<file path="src/design/tmcr_pkg.sv">
`timescale 1ns / 1ps
// ----------------------------------------------------------------------------
// Tree mesh child table router: shared definitions
// Field widths, command and result codes, register indexes and hop helpers.
// ----------------------------------------------------------------------------
package tmcr_pkg;

	localparam int MAX_CHILDREN_DEF = 6;
	localparam int MAX_HOPS         = 5;

	localparam int MAC_W   = 48;
	localparam int HOP_W   = 3;
	localparam int NHOPS   = 5;
	localparam int PATH_W  = HOP_W * NHOPS;
	localparam int CNT_W   = 3;
	localparam int IN_W    = 72;
	localparam int OUT_W   = 32;
	localparam int CFG_W   = 64;
	localparam int ADDR_W  = 4;

	typedef enum logic [1:0] {
		CMD_ADD    = 2'd0,
		CMD_REMOVE = 2'd1,
		CMD_CLEAR  = 2'd2,
		CMD_ROUTE  = 2'd3
	} cmd_t;

	typedef enum logic [1:0] {
		ACT_DELIVER = 2'd0,
		ACT_PARENT  = 2'd1,
		ACT_CHILD   = 2'd2,
		ACT_DROP    = 2'd3
	} action_t;

	typedef enum logic [1:0] {
		WHY_NONE      = 2'd0,
		WHY_NOT_BOUND = 2'd1,
		WHY_BAD       = 2'd2,
		WHY_NO_CHILD  = 2'd3
	} drop_t;

	// Register indexes; the register at index i sits at byte address 8*i.
	localparam logic REG_HAS_PARENT = 1'b0;
	localparam logic REG_PARENT_MAC = 1'b1;

	// Keep the first n hops of a packed path and clear the rest.
	function automatic logic [PATH_W-1:0] keep_hops(input logic [PATH_W-1:0] hops,
			input logic [2:0] n);
		logic [PATH_W-1:0] mask;
		mask = '0;
		for (int k = 0; k < NHOPS; k++) begin
			if (k < int'(n)) begin
				mask[k*HOP_W +: HOP_W] = '1;
			end
		end
		return hops & mask;
	endfunction

endpackage

</file>
<file path="src/design/tree_mesh_child_table_router.sv">
`timescale 1ns / 1ps
// ----------------------------------------------------------------------------
// Tree mesh child table router
// Keeps the child slot table of a mesh node and routes frames by sender MAC.
// ----------------------------------------------------------------------------
// Add and route read the MAC memory once per slot, then pass one compare stage and the
// decision state; remove and clear go straight to the decision state.
// One item is in work at a time: the next input transfer is taken only after the result
// of the last one is registered, and that waits while an earlier result waits for the
// output side. Reset empties the table, clears the registers and the output; the MAC
// memory is not cleared, since entries are only trusted while valid.
module tree_mesh_child_table_router #(
	parameter int MAX_CHILDREN = tmcr_pkg::MAX_CHILDREN_DEF
) (
	input  logic                        clk,
	input  logic                        arst_n,
	// APB configuration port
	input  logic                        psel,
	input  logic                        penable,
	input  logic                        pwrite,
	input  logic [tmcr_pkg::ADDR_W-1:0] paddr,
	input  logic [tmcr_pkg::CFG_W-1:0]  pwdata,
	output logic [tmcr_pkg::CFG_W-1:0]  prdata,
	output logic                        pready,
	// Command stream
	input  logic                        s_tvalid,
	output logic                        s_tready,
	// child_index[2:0], peer_mac[50:3], upstream[51], path_length[54:52],
	// path_hops[69:55], zero pad[71:70]
	input  logic [tmcr_pkg::IN_W-1:0]   s_tdata,
	// command[1:0]
	input  logic [1:0]                  s_tuser,
	// Result stream
	output logic                        m_tvalid,
	input  logic                        m_tready,
	// accepted[0], action[2:1], drop_reason[4:3], hop_index[7:5],
	// new_path_length[10:8], new_path_hops[25:11], child_count[28:26],
	// table_full[29], zero pad[31:30]
	output logic [tmcr_pkg::OUT_W-1:0]  m_tdata
);

	localparam int SLOT_AW = (MAX_CHILDREN > 1) ? $clog2(MAX_CHILDREN) : 1;
	localparam logic [SLOT_AW-1:0] LAST_SLOT = SLOT_AW'(MAX_CHILDREN - 1);
	localparam logic [2:0] CAP_FULL = 3'(MAX_CHILDREN);
	localparam logic [3:0] HOPS_LIM = 4'(tmcr_pkg::MAX_HOPS);

	typedef enum logic [1:0] {
		ST_IDLE,
		ST_SCAN,
		ST_LAST,
		ST_DONE
	} state_t;

	state_t state_q;

	// Configuration registers
	logic                       has_parent_q;
	logic [tmcr_pkg::MAC_W-1:0] parent_mac_q;

	// Current item
	tmcr_pkg::cmd_t              cmd_q;
	logic [2:0]                  idx_q;
	logic [tmcr_pkg::MAC_W-1:0]  mac_q;
	logic                        up_q;
	logic [2:0]                  plen_q;
	logic [tmcr_pkg::PATH_W-1:0] phops_q;

	// Table state
	logic [MAX_CHILDREN-1:0]     valid_q;
	logic [tmcr_pkg::CNT_W-1:0]  count_q;

	// Scan
	logic [SLOT_AW-1:0]          scan_q;
	logic                        rd_s1;
	logic [SLOT_AW-1:0]          rd_idx_s1;
	logic [2:0]                  found_q;
	logic [tmcr_pkg::MAC_W-1:0]  rd_data;

	logic                        m_tvalid_q;
	logic [tmcr_pkg::OUT_W-1:0]  m_tdata_q;

	// ------------------------------------------------------------------------
	// Configuration port
	// ------------------------------------------------------------------------
	logic cfg_wr;
	logic cfg_sel;

	assign pready  = 1'b1;
	assign cfg_wr  = psel && penable && pwrite && pready;
	// Only bit 3 is decoded; the two registers sit at byte addresses 0 and 8.
	assign cfg_sel = paddr[3];

	always_ff @(posedge clk or negedge arst_n) begin
		if (!arst_n) begin
			has_parent_q <= 1'b0;
			parent_mac_q <= '0;
		end else if (cfg_wr) begin
			if (cfg_sel == tmcr_pkg::REG_HAS_PARENT) begin
				has_parent_q <= pwdata[0];
			end else begin
				parent_mac_q <= pwdata[tmcr_pkg::MAC_W-1:0];
			end
		end
	end

	always_comb begin
		if (cfg_sel == tmcr_pkg::REG_PARENT_MAC) begin
			prdata = {{(tmcr_pkg::CFG_W - tmcr_pkg::MAC_W){1'b0}}, parent_mac_q};
		end else begin
			prdata = {{(tmcr_pkg::CFG_W - 1){1'b0}}, has_parent_q};
		end
	end

	// ------------------------------------------------------------------------
	// MAC memory
	// ------------------------------------------------------------------------
	logic               in_fire;
	logic               scan_rd;
	logic               out_free;
	logic               done_fire;
	logic               mem_wr;
	logic [SLOT_AW-1:0] idx_slot;

	assign s_tready  = (state_q == ST_IDLE);
	assign in_fire   = s_tvalid && s_tready;
	assign scan_rd   = (state_q == ST_SCAN);
	assign out_free  = !m_tvalid_q || m_tready;
	assign done_fire = (state_q == ST_DONE) && out_free;
	assign idx_slot  = SLOT_AW'(idx_q - 3'd1);

	tmcr_mac_ram #(
		.DEPTH (MAX_CHILDREN),
		.AW    (SLOT_AW)
	) u_mac_ram (
		.clk     (clk),
		.wr_en   (mem_wr),
		.wr_addr (idx_slot),
		.wr_data (mac_q),
		.rd_en   (scan_rd),
		.rd_addr (scan_q),
		.rd_data (rd_data)
	);

	// ------------------------------------------------------------------------
	// Decision
	// ------------------------------------------------------------------------
	logic [2:0]                  cap;
	logic                        idx_in_range;
	logic                        idx_taken;
	logic                        add_ok;
	logic                        rem_ok;
	logic                        from_parent;
	logic [2:0]                  first_hop;
	logic [SLOT_AW-1:0]          first_slot;
	logic                        first_ok;
	logic                        acc;
	tmcr_pkg::action_t           act;
	tmcr_pkg::drop_t             why;
	logic [2:0]                  hop;
	logic [2:0]                  nlen;
	logic [tmcr_pkg::PATH_W-1:0] nhops;
	logic [MAX_CHILDREN-1:0]     valid_nx;
	logic [tmcr_pkg::CNT_W-1:0]  count_nx;
	logic                        full_nx;

	assign cap          = has_parent_q ? (CAP_FULL - 3'd1) : CAP_FULL;
	assign idx_in_range = (idx_q != 3'd0) && (idx_q <= CAP_FULL);
	assign idx_taken    = idx_in_range ? valid_q[idx_slot] : 1'b0;
	assign add_ok       = (count_q < cap) && idx_in_range && !idx_taken && (found_q == 3'd0);
	assign rem_ok       = idx_taken;
	assign from_parent  = has_parent_q && (mac_q == parent_mac_q);
	assign first_hop    = phops_q[2:0];
	assign first_slot   = SLOT_AW'(first_hop - 3'd1);
	assign first_ok     = (first_hop != 3'd0) && (first_hop <= CAP_FULL) &&
			valid_q[first_slot];
	assign mem_wr       = done_fire && (cmd_q == tmcr_pkg::CMD_ADD) && add_ok;

	always_comb begin
		acc      = 1'b0;
		act      = tmcr_pkg::ACT_DELIVER;
		why      = tmcr_pkg::WHY_NONE;
		hop      = 3'd0;
		nlen     = 3'd0;
		nhops    = '0;
		valid_nx = valid_q;
		count_nx = count_q;
		case (cmd_q)
			tmcr_pkg::CMD_ADD: begin
				if (add_ok) begin
					valid_nx[idx_slot] = 1'b1;
					count_nx           = count_q + 3'd1;
					acc                = 1'b1;
				end
			end
			tmcr_pkg::CMD_REMOVE: begin
				if (rem_ok) begin
					valid_nx[idx_slot] = 1'b0;
					count_nx           = count_q - 3'd1;
					acc                = 1'b1;
				end
			end
			tmcr_pkg::CMD_CLEAR: begin
				valid_nx = '0;
				count_nx = '0;
				acc      = 1'b1;
			end
			tmcr_pkg::CMD_ROUTE: begin
				nlen  = plen_q;
				nhops = tmcr_pkg::keep_hops(phops_q, plen_q);
				act   = tmcr_pkg::ACT_DROP;
				if (!from_parent && found_q == 3'd0) begin
					why = tmcr_pkg::WHY_NOT_BOUND;
				end else if (up_q) begin
					// A sender that is both parent and child counts as the child here.
					if (found_q == 3'd0) begin
						why = tmcr_pkg::WHY_BAD;
					end else if ({1'b0, plen_q} >= HOPS_LIM) begin
						why = tmcr_pkg::WHY_BAD;
						hop = found_q;
					end else begin
						nhops = {nhops[tmcr_pkg::PATH_W-tmcr_pkg::HOP_W-1:0], found_q};
						nlen  = plen_q + 3'd1;
						act   = has_parent_q ? tmcr_pkg::ACT_PARENT : tmcr_pkg::ACT_DELIVER;
						acc   = 1'b1;
					end
				end else if (!from_parent) begin
					why = tmcr_pkg::WHY_BAD;
				end else if ({1'b0, plen_q} > HOPS_LIM) begin
					why = tmcr_pkg::WHY_BAD;
				end else if (plen_q == 3'd0) begin
					act = tmcr_pkg::ACT_DELIVER;
					acc = 1'b1;
				end else if (!first_ok) begin
					why = tmcr_pkg::WHY_NO_CHILD;
					hop = first_hop;
				end else begin
					nlen  = plen_q - 3'd1;
					nhops = tmcr_pkg::keep_hops(nhops >> tmcr_pkg::HOP_W, plen_q - 3'd1);
					act   = tmcr_pkg::ACT_CHILD;
					hop   = first_hop;
					acc   = 1'b1;
				end
			end
			default: begin
				acc = 1'b0;
			end
		endcase
		full_nx = (count_nx >= cap);
	end

	// ------------------------------------------------------------------------
	// Control and state
	// ------------------------------------------------------------------------
	always_ff @(posedge clk or negedge arst_n) begin
		if (!arst_n) begin
			state_q    <= ST_IDLE;
			cmd_q      <= tmcr_pkg::CMD_ADD;
			idx_q      <= '0;
			mac_q      <= '0;
			up_q       <= 1'b0;
			plen_q     <= '0;
			phops_q    <= '0;
			valid_q    <= '0;
			count_q    <= '0;
			scan_q     <= '0;
			rd_s1      <= 1'b0;
			rd_idx_s1  <= '0;
			found_q    <= '0;
			m_tvalid_q <= 1'b0;
			m_tdata_q  <= '0;
		end else begin
			rd_s1     <= scan_rd;
			rd_idx_s1 <= scan_q;

			// Slots are scanned in ascending order, so the first hit is kept.
			if (rd_s1 && found_q == 3'd0 && valid_q[rd_idx_s1] && rd_data == mac_q) begin
				found_q <= 3'(rd_idx_s1) + 3'd1;
			end

			if (m_tvalid_q && m_tready && !done_fire) begin
				m_tvalid_q <= 1'b0;
			end

			case (state_q)
				ST_IDLE: begin
					if (in_fire) begin
						cmd_q   <= tmcr_pkg::cmd_t'(s_tuser);
						idx_q   <= s_tdata[2:0];
						mac_q   <= s_tdata[50:3];
						up_q    <= s_tdata[51];
						plen_q  <= s_tdata[54:52];
						phops_q <= s_tdata[69:55];
						scan_q  <= '0;
						found_q <= '0;
						if (tmcr_pkg::cmd_t'(s_tuser) == tmcr_pkg::CMD_ADD ||
								tmcr_pkg::cmd_t'(s_tuser) == tmcr_pkg::CMD_ROUTE) begin
							state_q <= ST_SCAN;
						end else begin
							state_q <= ST_DONE;
						end
					end
				end
				ST_SCAN: begin
					if (scan_q == LAST_SLOT) begin
						state_q <= ST_LAST;
					end else begin
						scan_q <= scan_q + SLOT_AW'(1);
					end
				end
				ST_LAST: begin
					state_q <= ST_DONE;
				end
				ST_DONE: begin
					if (out_free) begin
						valid_q    <= valid_nx;
						count_q    <= count_nx;
						m_tvalid_q <= 1'b1;
						m_tdata_q  <= {2'b00, full_nx, count_nx, nhops, nlen, hop,
								why, act, acc};
						state_q    <= ST_IDLE;
					end
				end
				default: begin
					state_q <= ST_IDLE;
				end
			endcase
		end
	end

	assign m_tvalid = m_tvalid_q;
	assign m_tdata  = m_tdata_q;

	// ------------------------------------------------------------------------
	// Assertions
	// ------------------------------------------------------------------------
	a_count_matches_valid: assert property (@(posedge clk) disable iff (!arst_n)
			int'(count_q) == $countones(valid_q))
		else $error("bound count differs from number of valid slots");

	a_result_from_done: assert property (@(posedge clk) disable iff (!arst_n)
			$rose(m_tvalid_q) |-> $past(state_q == ST_DONE))
		else $error("result appeared without a decision cycle");

	a_no_accept_during_scan: assert property (@(posedge clk) disable iff (!arst_n)
			(state_q == ST_SCAN || state_q == ST_LAST) |=> !$past(in_fire))
		else $error("input taken while a table scan was running");

	a_found_is_valid: assert property (@(posedge clk) disable iff (!arst_n)
			(state_q == ST_DONE && found_q != 3'd0) |->
			valid_q[SLOT_AW'(found_q - 3'd1)])
		else $error("matched slot is not bound");

endmodule

</file>
<file path="src/design/tmcr_mac_ram.sv">
`timescale 1ns / 1ps
// ----------------------------------------------------------------------------
// Child MAC store
// One write port and one read port with a registered read.
// ----------------------------------------------------------------------------
module tmcr_mac_ram #(
	parameter int DEPTH = tmcr_pkg::MAX_CHILDREN_DEF,
	parameter int AW    = 3
) (
	input  logic                      clk,
	input  logic                      wr_en,
	input  logic [AW-1:0]             wr_addr,
	input  logic [tmcr_pkg::MAC_W-1:0] wr_data,
	input  logic                      rd_en,
	input  logic [AW-1:0]             rd_addr,
	output logic [tmcr_pkg::MAC_W-1:0] rd_data
);

	logic [tmcr_pkg::MAC_W-1:0] mem [DEPTH];

	always_ff @(posedge clk) begin
		if (wr_en) begin
			mem[wr_addr] <= wr_data;
		end
	end

	always_ff @(posedge clk) begin
		if (rd_en) begin
			rd_data <= mem[rd_addr];
		end
	end

endmodule

</file>
<file path="config.mk">
export PLATFORM = sky130hd
export DESIGN_NAME = tree_mesh_child_table_router
export DESIGN_NICKNAME = d
export VERILOG_FILES = /design/src/design/tmcr_pkg.sv /design/src/design/tree_mesh_child_table_router.sv /design/src/design/tmcr_mac_ram.sv
export SDC_FILE = /design/constraint.sdc
export NUM_CORES = 1
export LEC_CHECK = 0
export BUFFER_PORTS_ARGS = -buffer_cell sky130_fd_sc_hd__buf_2
export CORE_MARGIN = 3
export CORE_UTILIZATION = 53
export DETAILED_ROUTE_END_ITERATION = 8
export GPL_TIMING_DRIVEN = 0
export PLACE_DENSITY = 0.75
export SYNTH_ARGS = -nofsm -noshare
export SYNTH_HDL_FRONTEND = slang
export SYNTH_SLANG_ARGS = --single-unit
</file>
<file path="constraint.sdc">
create_clock -name clk -period 4.5 [get_ports clk]
set_input_delay 0.675 -clock clk [delete_from_list [all_inputs] [get_ports clk]]
set_output_delay 0.675 -clock clk [all_outputs]
set_load 0.1 [all_outputs]
</file>
* After elaboration in Yosys (flattened, before gate mapping) *
Memories as Yosys holds them, arrays and structs flattened. A register that Yosys moved wholly into a read port is not among the register bits.
Cells that the tools add are included.

word-level totals
  bits in registers = 173
  RAM bits = 288
  bits of input ports = 149
  output and inout port bits = 99
  memories = 1

memories
  name           depth  bits a word  read ports  clocked after memory_dff  write ports  line                source
  u_mac_ram.mem  6      48           1           1                         1            tmcr_mac_ram.sv:19  logic [tmcr_pkg::MAC_W-1:0] mem [DEPTH];

operators by class
  $add $sub $neg = 8
  order comparisons = 20
  eq/ne operators = 16
  mux-type cells = 139
  bitwise operators = 6
  reductions and logical operators = 42

operator list
  kind                 count
  $mux 3               74
  $mux 15              9
  $eq 48x48->1         2
  $mux 48              1
  $mux 2               22
  $mux 1               22
  $logic_and 1x1->1    20
  $pmux 6 s3           1
  $and 12x15->15       1
  $and 15x15->15       1
  $add 3x1->3 const B  4
  $lt 1x3->1 const A   4
  $lt 2x3->1 const A   4
  $lt 3x4->1 const B   3
  $mux 6               2
  $sub 3x1->3 const B  4
  $eq 2x2->1 const B   5
  $bmux 1 s3           3
  $pmux 3 s3           1
  $reduce_bool 3->1    3
  $ne 2x2->1 const B   4
  $pmux 2 s4           1
  $reduce_and 2->1     4
  $and 6x6->6          1
  23 further kinds     35

* Logic depth before layout (Yosys ltp) *
  word-level depth = 19
  mapped depth = 16

* Hierarchy *
From an unflattened synthesis, not the netlist that was laid out.

second synthesis, totals
  cell total of the unflattened synthesis = 1542
  area total of the unflattened synthesis = 22417.8 sq um

by module, submodules not included
  module                        instances  cells an instance  area an instance (sq um)  sequential area each (sq um)
  tmcr_mac_ram                  1          619                12563.3                   10089.7
  tree_mesh_child_table_router  1          923                9854.5                    4254.1

* Worst setup path after synthesis *
No wires, ideal clock.

  path kind = register -> register
  start = reg count_q[1] in the netlist's numbering
  end = mem u_mac_ram.mem[4][0] in the netlist's numbering, enable pin
  setup time = 0.454 ns
  arrival = 4.342 ns
  required time = 4.046 ns
  path slack = -0.296 ns
  cell stages (with the launch flop) = 8
  path buffers = 0
  cells stage by stage = dfrtp_1 -> ha_1 -> a21boi_0 -> o21a_1 -> nor4_1 -> and2_1 -> nand2_1 -> nor2_1

between the ends
  longest elaborated chain between the ends = 7

RTL lines
  element                          line                                 source
  from (decl)                      tree_mesh_child_table_router.sv:70   logic [tmcr_pkg::CNT_W-1:0] count_q;
  from (signal assigned)           tree_mesh_child_table_router.sv:316  count_q <= count_nx;
  $lt 3x3->1                       tree_mesh_child_table_router.sv:169  assign add_ok = (count_q < cap) && idx_in_range && !idx_taken && (found_q == 3'd0);
  $logic_and 1x1->1 (3 in series)  tree_mesh_child_table_router.sv:169
  $logic_and 1x1->1                tree_mesh_child_table_router.sv:176  assign mem_wr = done_fire && (cmd_q == tmcr_pkg::CMD_ADD) && add_ok;
  $mux 1                           tmcr_mac_ram.sv:22                   if (wr_en) begin
  $mux 1 (implied by the code)     tmcr_mac_ram.sv:23                   mem[wr_addr] <= wr_data;
  to (decl)                        tmcr_mac_ram.sv:19

Every way passes these cells.

* Worst setup path in the final report *
  start = reg idx_q[0]
  end = mem u_mac_ram.mem[3][36] in the netlist's numbering, enable pin

between the ends
  longest elaborated chain between the ends = 10

RTL lines
  element                          line                                 source
  from (decl)                      tree_mesh_child_table_router.sv:62   logic [2:0] idx_q;
  from (signal assigned)           tree_mesh_child_table_router.sv:288  idx_q <= s_tdata[2:0];
  $sub 3x1->3                      tree_mesh_child_table_router.sv:129  assign idx_slot = SLOT_AW'(idx_q - 3'd1);
  $bmux 1 s3                       tree_mesh_child_table_router.sv:168  assign idx_taken = idx_in_range ? valid_q[idx_slot] : 1'b0;
  $mux 1 (implied by the code)     tree_mesh_child_table_router.sv:168
  $mux 1                           tree_mesh_child_table_router.sv:168
  $logic_not 1->1                  tree_mesh_child_table_router.sv:169
  $logic_and 1x1->1 (2 in series)  tree_mesh_child_table_router.sv:169
  $logic_and 1x1->1                tree_mesh_child_table_router.sv:176
  $mux 1                           tmcr_mac_ram.sv:22
  $mux 1 (implied by the code)     tmcr_mac_ram.sv:23

Several ways; a longest one is shown, not always the timed one. The select of a mux whose other input is x is not followed.

==> out/metrics.cfg <==
[status]
status = complete, no violations

[placed_design]
dp_hpwl_mm = 39.5
io_buffers = 207
gp_congestion = 0.896
dp.cells = 2210
pre_cts_ws_ns = 0.317

[clocking]
clk_latency_ns = 0.59
cts_sinks = 506
cts_buffers = 50
holdBufCountCts = 0
clk_pin_slew_ns = 0.07
cts_htree_levels = 2
clock_path_buffers = 3
post_cts_buffers = 0
cts_resized = 0
cts_root_buffer = clkbuf_16
cts_tree = built

[floorplanning]
die_h_um = 209
die-area_sq_mm = 0.0436
initial_core_util_pct = 54.3
io_pins = 248
core_sq_mm = 0.0402
rows = 73
die_w_um = 209

[critical_path]
worstPathMaxFanout = 19
crit_path_end_kind = register
path_class = reg2reg
cp-start-kind = register
critPathRequiredTime_ns = 4.79
arrival_ns = 4.45

[yosys]
synth_compound_area_share_pct = 5.38
yosys.area_share.simple_pct = 7.05
syn-cell-area_sq_mm = 0.0218
synthAdderAreaFrac_pct = 1.49
syn_area_per_cell_sq_um = 15.0
synth-main-ff-cell = edfxtp_1
synth_edf_count = 336
synth_xor_area_share_pct = 3.65
synthMuxAreaShare_pct = 14.3
ys_ff_latch = 506
synth_top_family_by_area = multiplexers
synth_cell_type_count = 72
ys.warnings.count = 0
synth-seq-area-share_pct = 65.7
netlist_instances = 1450
async_flop_share_pct = 33.6

[global_route]
grtUsageTotal_pct = 25.7
grt_overflow = 0
grt_pass1_wl_mm = 84.8
grt_max_degree = 105
antenna_found_initial = 2
grt_pass1_vias = 13832

[sta]
rsz0062_at_grt = no
final-hold-violation-count = 0
skew_ns = 0.0203
tightest_slew_ns = 1.06
fin_crit_sh_pct = 92.6
period_minus_slack_ns = 4.17
maxSlewHeadroom_pct = 29.1
setup_violations = 0
fin_ws_ns = 0.333
max_freq_mhz = 240
final_max_slew_viol_count = 0

[job]
drv_cap = 0

[route]
drtAntennaViolNets = 0
num_vias = 13676
vias_per_cell = 5.94
drt_iter0_markers = 1409
drcViolationCount = 0
first_pass_iters = 7
wl_mm = 56.4
post_drt_wl_per_cell_um = 24.5

[power_and_ir_drop]
leakage_nw = 9.97
ir_worst_vdd_uv = 744
power.density_mw_per_mm2 = 736

[finish]
area_delta_synth_final_pct = 17.5
drive_gt1_share_pct = 29.3
fill_cells = 2948
final_nets = 1912
final_cells = 2304

[hold_path]
min_path_type = in2async

through the flow:
stage / cell area, sq um / setup TNS (ns) / hold WS [ns] / power [mW] / utilization [%]
5_1_grt: 25600 / 0 / 0.0838 / 19.7 / 63.8
3_3_place_gp: 23600 / -682.96 / 0.358 / 14.2 / 58.7
3_5_place_dp: 23900 / 0 / 0.372 / 14.5 / 59.5
2_1_floorplan: 21900 / -84.34 / 0.352 / 12.3 / -
6_report: 25600 / 0 / 0.0483 / 18.9 / 63.8
4_1_cts: 25600 / 0 / 0.0561 / 18.9 / 63.8
critical path: stages, from the launching register on:
cell and delay, ns:
dfrtp_1 0.37, buf_6 0.13, inv_1 0.13, ha_1 0.33, or3_1 0.35, a21oi_2 0.19
a2111oi_4 0.09, nor4_1 0.48, and2_1 0.25, nand2_1 0.35, nor2_4 0.76, buf_16 0.25
buf_16 0.17
state kept, by name, indices dropped and copies added (netlist names), 2 cells and up:
name,cells
u_mac_ram.mem,288
mac_q,48
parent_mac_q,48
u_mac_ram.rd_data,48
m_tdata,28
phops_q,15
valid_q,6
found_q,3
idx_q,3
plen_q,3
rd_idx_s1,3
scan_q,3
cmd_q,2
count_q,2
state_q,2
layout by cell type (no fill, tap or decap), drive strengths merged, types with 50 or more instances in the layout:
| cell | count |
|---|---|
| nor2 | 79 |
| mux2 | 127 |
| and2 | 54 |
| nand2 | 73 |
| mux2i | 56 |
| a21oi | 77 |
| mux4 | 50 |
| dfrtp | 170 |
| clkbuf | 110 |
| buf | 252 |
| edfxtp | 336 |
| xnor2 | 62 |
power breakdown:
group          internal [mW]  total [mW]  switching, mW
Sequential              6.41        7.62           1.20
Clock                   2.60        4.37           1.77
Combinational           2.42        6.88           4.46
Total                   11.4        18.9           7.44
cells in the mapped netlist, types with 5 or more instances:
cell / number / area (sq um)
o21ai_0: 25 / 125
xor2_1: 29 / 254
clkbuf_1: 47 / 176
nand2b_1: 8 / 50.1
xnor2_1: 62 / 543
edfxtp_1: 336 / 10100
o22ai_1: 6 / 37.5
a32o_1: 7 / 70.1
nor2_1: 78 / 293
nor2b_1: 5 / 31.3
nor3_1: 6 / 30.0
o31ai_1: 6 / 45.0
and2_1: 53 / 332
a22o_1: 5 / 43.8
buf_1: 8 / 30.0
nor4_1: 13 / 81.3
dfrtp_1: 170 / 4250
nand4_1: 25 / 156
mux2i_1: 56 / 561
mux4_2: 50 / 1130
buf_4: 20 / 150
o21ai_1: 9 / 45.0
o2bb2ai_1: 8 / 70.1
nand2_1: 73 / 274
a21oi_1: 75 / 375
inv_1: 31 / 116
or3_1: 5 / 31.3
ha_1: 26 / 325
mux2_2: 126 / 1420
nand3_1: 15 / 75.1
cell families after synthesis:
logic type               Yosys count
AO/OA/AOI/OAI                    179
XOR/XNOR                          91
adder cells (fa/ha/maj)           26
buffers and inverters            112
flip-flops                       506
multiplexers                     233
other                              2
AND/OR/NAND/NOR                  301
metal layers:
metal  routed length [um]  GRT usage, %
met5                    0             0
met4                 2170          9.70
met3                 4350          4.40
met2                26800          40.7
met1                23100          36.1
cell type report:
class | instances | area (sq um) | share of cell area [%]
clock buffer | 63 | 1360 | 5.31
buffer | 81 | 399 | 1.56
antenna | 1 | 2.50 | 0.00976
multi-input combinational | 849 | 7080 | 27.6
clock inverter | 30 | 360 | 1.41
inverter | 31 | 116 | 0.454
sequential | 506 | 14300 | 55.9
timing repair buffer | 218 | 1320 | 5.14
tap | 525 | 657 | 2.56
path summary, 6_finish.rpt:
kind	startpoint	endpoint	slack, ns	depth (start not counted)
setup / recovery	idx_q[0]$_DFFE_PN0P_	u_mac_ram.mem[3][36]$_DFFE_PP_	0.33	12
hold / removal	arst_n	parent_mac_q[36]$_DFFE_PN0P_	0.05	1
setup reg to reg	idx_q[0]$_DFFE_PN0P_	u_mac_ram.mem[3][36]$_DFFE_PP_	0.33	12
hold reg to reg	scan_q[2]$_DFFE_PN0P_	rd_idx_s1[2]$_DFF_PN0_	0.38	0
max in group asynchronous	arst_n	found_q[1]$_DFF_PN0_	3.49	2
min in group clk	pwdata[44]	parent_mac_q[44]$_DFFE_PN0P_	0.32	2
(Power assumes the default switching activity.)
